[src/rtl/core/ecd_pkg.sv]
// Package for the epoch seconds to calendar date core.
// Holds the sequencer state type, calendar constants and month tables.
// No dependencies.
`default_nettype none

package ecd_pkg;

  localparam int SEC_W   = 33;
  localparam int YEAR_W  = 12;
  localparam int ZSUM_W  = 9;

  localparam logic [YEAR_W-1:0] EPOCH_YEAR    = 12'd1970;
  localparam logic [SEC_W-1:0]  SECS_PER_DAY  = 33'd86400;
  localparam logic [SEC_W-1:0]  YEAR_SECS_365 = 33'd31536000;
  localparam logic [SEC_W-1:0]  YEAR_SECS_366 = 33'd31622400;
  localparam logic [SEC_W-1:0]  WEEK_DAYS     = 33'd7;
  localparam logic [3:0]        LAST_MONTH_IX = 4'd11;

  typedef enum logic [2:0] {
    S_IDLE,
    S_YEAR,
    S_MONTH,
    S_DAY,
    S_ZSUM,
    S_ZMOD,
    S_DONE
  } state_t;

  typedef struct packed {
    logic [SEC_W-1:0] diff;
    logic             ge;
  } alu_res_t;

  function automatic logic [4:0] month_days(input logic leap, input logic [3:0] mi);
    logic [4:0] d;
    unique case (mi)
      4'd1:                      d = leap ? 5'd29 : 5'd28;
      4'd3, 4'd5, 4'd8, 4'd10:   d = 5'd30;
      default:                   d = 5'd31;
    endcase
    return d;
  endfunction

  function automatic logic [SEC_W-1:0] month_secs(input logic leap, input logic [3:0] mi);
    logic [SEC_W-1:0] s;
    unique case (month_days(leap, mi))
      5'd28:   s = 33'd2419200;
      5'd29:   s = 33'd2505600;
      5'd30:   s = 33'd2592000;
      default: s = 33'd2678400;
    endcase
    return s;
  endfunction

  // The month term of the congruence, with January and February counted as
  // months 13 and 14 of the previous year.
  function automatic logic [5:0] zeller_month_term(input logic [3:0] mi);
    logic [5:0] z;
    unique case (mi)
      4'd0:    z = 6'd36;
      4'd1:    z = 6'd39;
      4'd2:    z = 6'd10;
      4'd3:    z = 6'd13;
      4'd4:    z = 6'd15;
      4'd5:    z = 6'd18;
      4'd6:    z = 6'd20;
      4'd7:    z = 6'd23;
      4'd8:    z = 6'd26;
      4'd9:    z = 6'd28;
      4'd10:   z = 6'd31;
      default: z = 6'd33;
    endcase
    return z;
  endfunction

endpackage

`default_nettype wire

[src/rtl/core/ecd_alu.sv]
// Shared subtract and compare unit of the calendar date core.
// Depends on ecd_pkg for the operand width and result struct.
`default_nettype none

module ecd_alu (
  input  wire logic [ecd_pkg::SEC_W-1:0] a,
  input  wire logic [ecd_pkg::SEC_W-1:0] b,
  output ecd_pkg::alu_res_t              res
);
  import ecd_pkg::*;

  logic [SEC_W:0] wide;

  assign wide     = {1'b0, a} - {1'b0, b};
  assign res.diff = wide[SEC_W-1:0];
  assign res.ge   = ~wide[SEC_W];

endmodule

`default_nettype wire

[src/rtl/core/epoch_seconds_to_calendar_date_core.sv]
// Top level of the epoch seconds to calendar date core: request port,
// sequencer and calendar counters. Depends on ecd_pkg and ecd_alu.
//
//  channel   handshake          payload
//  request   start, busy        epoch_seconds
//  result    done (strobe)      year, month, day, first_weekday, month_length, leap_year
//
// A request is taken when start is high and busy is low; busy then stays high
// until the result has been shown. One subtractor does the repeated subtraction:
// whole years since 1970 (up to 272), then whole months, then whole days, then
// sevens from the weekday sum. The result is shown for exactly one cycle with
// done high; the receiver cannot stall it. Reset returns the sequencer to idle.
`default_nettype none

module epoch_seconds_to_calendar_date_core (
  input  wire logic        clk,
  input  wire logic        rst,
  input  wire logic        start,
  input  wire logic [32:0] epoch_seconds,
  output logic             busy,
  output logic             done,
  output logic [11:0]      year,
  output logic [3:0]       month,
  output logic [4:0]       day,
  output logic [2:0]       first_weekday,
  output logic [4:0]       month_length,
  output logic             leap_year
);
  import ecd_pkg::*;

  state_t            state, state_next;
  logic [SEC_W-1:0]  rem, rem_next;
  logic [YEAR_W-1:0] yr, yr_next;
  logic [1:0]        mod4, mod4_next;
  logic [6:0]        mod100, mod100_next;
  logic [8:0]        mod400, mod400_next;
  logic [4:0]        cent, cent_next;
  logic [3:0]        mi, mi_next;
  logic [4:0]        dayc, dayc_next;
  logic [2:0]        wday, wday_next;

  logic              leap;
  logic [SEC_W-1:0]  alu_b;
  alu_res_t          alu_res;
  logic [6:0]        zk;
  logic [4:0]        zj;
  logic [ZSUM_W-1:0] zsum;
  logic [3:0]        wshift;

  assign leap = (mod4 == 2'd0) && ((mod100 != 7'd0) || (mod400 == 9'd0));

  always_comb begin
    unique case (state)
      S_YEAR:  alu_b = leap ? YEAR_SECS_366 : YEAR_SECS_365;
      S_MONTH: alu_b = month_secs(leap, mi);
      S_DAY:   alu_b = SECS_PER_DAY;
      S_ZMOD:  alu_b = WEEK_DAYS;
      default: alu_b = '0;
    endcase
  end

  ecd_alu u_alu (
    .a   (rem),
    .b   (alu_b),
    .res (alu_res)
  );

  always_comb begin
    if (mi < 4'd2) begin
      zk = (mod100 == 7'd0) ? 7'd99 : mod100 - 7'd1;
      zj = (mod100 == 7'd0) ? cent - 5'd1 : cent;
    end else begin
      zk = mod100;
      zj = cent;
    end
    zsum = ZSUM_W'(1) + ZSUM_W'(zeller_month_term(mi)) + ZSUM_W'(zk)
         + ZSUM_W'(zk >> 2) + ZSUM_W'(zj >> 2) + ZSUM_W'({zj, 2'b00}) + ZSUM_W'(zj);
  end

  assign wshift = {1'b0, rem[2:0]} + 4'd5;

  always_comb begin
    state_next  = state;
    rem_next    = rem;
    yr_next     = yr;
    mod4_next   = mod4;
    mod100_next = mod100;
    mod400_next = mod400;
    cent_next   = cent;
    mi_next     = mi;
    dayc_next   = dayc;
    wday_next   = wday;
    unique case (state)
      S_IDLE: begin
        if (start) begin
          rem_next    = epoch_seconds;
          yr_next     = EPOCH_YEAR;
          mod4_next   = 2'd2;
          mod100_next = 7'd70;
          mod400_next = 9'd370;
          cent_next   = 5'd19;
          mi_next     = 4'd0;
          dayc_next   = 5'd1;
          state_next  = S_YEAR;
        end
      end
      S_YEAR: begin
        if (alu_res.ge) begin
          rem_next    = alu_res.diff;
          yr_next     = yr + 12'd1;
          mod4_next   = mod4 + 2'd1;
          mod100_next = (mod100 == 7'd99) ? 7'd0 : mod100 + 7'd1;
          mod400_next = (mod400 == 9'd399) ? 9'd0 : mod400 + 9'd1;
          cent_next   = (mod100 == 7'd99) ? cent + 5'd1 : cent;
        end else begin
          state_next = S_MONTH;
        end
      end
      S_MONTH: begin
        if ((mi < LAST_MONTH_IX) && alu_res.ge) begin
          rem_next = alu_res.diff;
          mi_next  = mi + 4'd1;
        end else begin
          state_next = S_DAY;
        end
      end
      S_DAY: begin
        if (alu_res.ge) begin
          rem_next  = alu_res.diff;
          dayc_next = dayc + 5'd1;
        end else begin
          state_next = S_ZSUM;
        end
      end
      S_ZSUM: begin
        rem_next   = SEC_W'(zsum);
        state_next = S_ZMOD;
      end
      S_ZMOD: begin
        if (alu_res.ge) begin
          rem_next = alu_res.diff;
        end else begin
          wday_next  = (wshift >= 4'd7) ? 3'(wshift - 4'd7) : wshift[2:0];
          state_next = S_DONE;
        end
      end
      S_DONE: begin
        state_next = S_IDLE;
      end
      default: begin
        state_next = S_IDLE;
      end
    endcase
  end

  always_ff @(posedge clk) begin
    if (rst) begin
      state <= S_IDLE;
    end else begin
      state <= state_next;
    end
  end

  always_ff @(posedge clk) begin
    rem    <= rem_next;
    yr     <= yr_next;
    mod4   <= mod4_next;
    mod100 <= mod100_next;
    mod400 <= mod400_next;
    cent   <= cent_next;
    mi     <= mi_next;
    dayc   <= dayc_next;
    wday   <= wday_next;
  end

  assign busy          = (state != S_IDLE);
  assign done          = (state == S_DONE);
  assign year          = yr;
  assign month         = mi + 4'd1;
  assign day           = dayc;
  assign first_weekday = wday;
  assign month_length  = month_days(leap, mi);
  assign leap_year     = leap;

endmodule

`default_nettype wire

[config.mk]
export PLATFORM = sky130hd
export DESIGN_NAME = epoch_seconds_to_calendar_date_core
export DESIGN_NICKNAME = d
export VERILOG_FILES = /design/src/rtl/core/ecd_pkg.sv /design/src/rtl/core/ecd_alu.sv /design/src/rtl/core/epoch_seconds_to_calendar_date_core.sv
export SDC_FILE = /design/constraint.sdc
export NUM_CORES = 1
export LEC_CHECK = 0
export BUFFER_PORTS_ARGS = -buffer_cell sky130_fd_sc_hd__clkbuf_2
export CORE_MARGIN = 2
export CORE_UTILIZATION = 49
export CTS_BUF_LIST = sky130_fd_sc_hd__clkbuf_2
export DETAILED_ROUTE_END_ITERATION = 6
export GPL_TIMING_DRIVEN = 0
export PLACE_DENSITY = 0.68
export SYNTH_ARGS = -nofsm -noshare
export SYNTH_HDL_FRONTEND = slang
export SYNTH_HIERARCHICAL = 1
export SYNTH_SLANG_ARGS = --single-unit
[constraint.sdc]
create_clock -name clk -period 14.2 [get_ports clk]
set_input_delay 1.42 -clock clk [delete_from_list [all_inputs] [get_ports clk]]
set_output_delay 1.42 -clock clk [all_outputs]
set_load 0.03 [all_outputs]
==> impl_metrics.env <==
export IMPL_status="finished, final reports clean"
export IMPL_layout_nets=1093
export IMPL_io_pins=68
export IMPL_fin_crit_sh_pct=51.5
export IMPL_htreeDepth=3
export IMPL_ys_types=73
export IMPL_core_region_area_mm2=0.0158
export IMPL_grt_pass1_vias=6011
export IMPL_worstSkewPairLatency_ns=0.65
export IMPL_fp_dieArea_mm2=0.0171
export IMPL_die_height_um=131
export IMPL_dr_first_iter_drc_count=490
export IMPL_start_util_pct=49.9
export IMPL_crit_required_ns=14.58
export IMPL_clk_pin_slew_ns=0.31
export IMPL_path_class="flop to flop"
export IMPL_worstPathCellList="buf_2 -> or3_4 -> nor4b_4 -> nand2_1 -> nand2_1 -> a2bb2oi_1 -> inv_1 -> ha_1 -> a21oi_1 -> nor2_1 -> inv_1 -> ha_1 -> clkbuf_2 -> nand2_1 -> o21ai_0 -> o2111ai_1 -> a311oi_1 -> and4_1 -> o22a_1 -> clkbuf_1 -> nand2b_1 -> a221oi_4 -> buf_8 -> buf_8"
export IMPL_maxCapViolations=0
export IMPL_chipWidth_um=131
export IMPL_hpwl_mm=14.4
export IMPL_layout_common_cells="inv_1 (103), edfxtp_1 (80), ha_1 (78)"
export IMPL_drv_slew=0
export IMPL_period_minus_slack_ns=7.32
export IMPL_rows=46
export IMPL_drc=0
export IMPL_wl_per_cell_um=15.5
export IMPL_slew_headroom_pct=51.8
export IMPL_critPathLaunchType="flop"
export IMPL_avgSynthCellArea_um2=9.06
export IMPL_synthCells=871
export IMPL_ctsLongestPathBuffers=2
export IMPL_grt_max_degree=19
export IMPL_grt_ovfl_total=0
export IMPL_drive_gt1_share_pct=12.0
export IMPL_tightest_slew_ns=0.722
export IMPL_antenna_found_initial=1
export IMPL_post_cts_setup_buffers=0
export IMPL_cp_slowest_cell="a221oi_4"
export IMPL_viasPerCell=5.48
export IMPL_register_area_mm2=0.00258
export IMPL_yosys_warnings=6
export IMPL_numCtsBuffers=9
export IMPL_min_delay_path_class="flop to flop"
export IMPL_layout_commonest_cell="inv_1"
export IMPL_async_flop_share_pct=0
export IMPL_hold_viol=0
export IMPL_num_vias=6495
export IMPL_path_max_fanout=13
export IMPL_ys_ff_latch=89
export IMPL_nFillCells=1473
export IMPL_rsz0062_at_grt="false"
export IMPL_gp_congestion=0.895
export IMPL_synthFlopType="edfxtp_1"
export IMPL_post_cts_resized=0
export IMPL_setup_tns_ns=0
export IMPL_final_antenna_net_count=0
export IMPL_crit_path_end_kind="flop"
export IMPL_ys_seq_area_share_pct=32.7
export IMPL_multiInputGateArea_mm2=0.00485
export IMPL_finalWirelength_mm=18.4
export IMPL_port_buffers=64
export IMPL_critPathMaxStageDelay_ns=0.66
export IMPL_setup_viol=0
export IMPL_cts_tree="done"
export IMPL_grt_usage_pct=22.0
export IMPL_synth_area_mm2=0.00790
export IMPL_fmax_mhz=137
export IMPL_ctsHoldBuffers=0
export IMPL_clock_sinks=89
export IMPL_drt_pass1_iter_count=5
export IMPL_arrival_ns=7.70
export IMPL_area_growth_pct=10.7
export IMPL_synth_edf_count=80
export IMPL_grt_pass1_wl_mm=29.6
export IMPL_cp_common_cell="nand2_1"
export IMPL_clock_skew_ns=0.0444
export IMPL_r2r_setup_slack_ns=6.88
export IMPL_clock_root_buffer="clkbuf_2"
## routing by layer
layer  global-route usage (%)  wire [um]  up-vias  part of all wire [%]
li1                         -          -     3271                     -
met1                     31.4       9010     3043                    49
met2                     35.6       8370      161                    46
met3                     2.32        731       20                   4.0
met4                     6.38        271        0                   1.5
met5                        0          0        -                     0
## sequential cells by signal, indices dropped and copies added, names as in the netlist, named ones only
signal	cells
mod400	9
year	12
mod4	2
rem	33
mod100	7
first_weekday	3
day	5
cent	5
mi	4
state	3
## through the flow
stage	utilization, %	hold WS (ns)	cells	setup WS [ns]	cell area [um2]
after CTS	55.2	0.585	1185	7.03	8730
after global placement	53.9	0.550	1165	3.81	8540
after floorplan	-	0.531	885	6.54	7950
after global routing	55.2	0.602	1186	6.34	8740
after detailed placement	54.5	0.546	1169	7.03	8620
final	55.2	0.581	1186	6.88	8740
## critical path: cells and delay by family (launching register included)
family,cells,cell delay (ns)
AND/OR/NAND/NOR,8,1.92
flip-flops,1,0.44
buffers and inverters,7,1.44
AO/OA/AOI/OAI,7,2.63
adder cells (fa/ha/maj),2,0.63
## cells by family after synthesis
logic type | after synthesis | synth area share [%]
AND/OR/NAND/NOR | 255 | 16.9
adder cells (fa/ha/maj) | 93 | 16.2
AO/OA/AOI/OAI | 223 | 18.8
other | 2 | 0.0951
multiplexers | 9 | 1.19
XOR/XNOR | 65 | 7.31
buffers and inverters | 135 | 6.81
flip-flops | 89 | 32.7
## cell type report
cell class / instances / share of cell area, %
multi-input cells: 661 / 55.5
repair buffers: 68 / 4.35
plain buffers: 32 / 1.73
well taps: 216 / 3.09
clock buffers: 9 / 0.516
clock inverters: 7 / 0.788
diodes: 1 / 0.0286
inverters: 103 / 4.43
flip-flops and latches: 89 / 29.6
## synthesized netlist by cell type, drive strengths merged, types with 4 or more instances
cell    instances  share of area [%]
and4            6               0.67
o21ai          54                3.5
xnor2          36                4.0
o21bai          5               0.48
o21a            7               0.67
a22o           25                2.8
and3           17                1.3
or3            10               0.86
a31oi           6               0.48
a21o           25                2.4
nor4            6               0.67
nor2b          12               0.95
edfxtp         80                 30
nand2b         15                1.2
nand4           8               0.63
a211oi          4               0.38
inv           103                4.9
buf             8               0.76
xor2           29                3.3
fa             15                3.8
nor2           61                2.9
a21oi          54                3.4
ha             78                 12
mux2i           6               0.76
nor3           11               0.84
dfxtp           9                2.3
clkbuf         24                1.2
nand2          64                3.1
o211ai          4               0.38
a22oi           7               0.67
nand3          27                1.7
o22ai           5               0.40
## final timing paths
| path | endpoint | cells past startpoint | startpoint |
|---|---|---|---|
| hold reg to reg | mod4[0] | 1 | mod4[0] |
| setup / recovery | rem[1] | 24 | mod100[3] |
| hold / removal | mod4[0] | 1 | mod4[0] |
| setup reg to reg | rem[1] | 24 | mod100[3] |
Power is left out: the tool's default activity adds up to more than one toggle a clock period on the data nets, which glitch-free logic cannot reach.
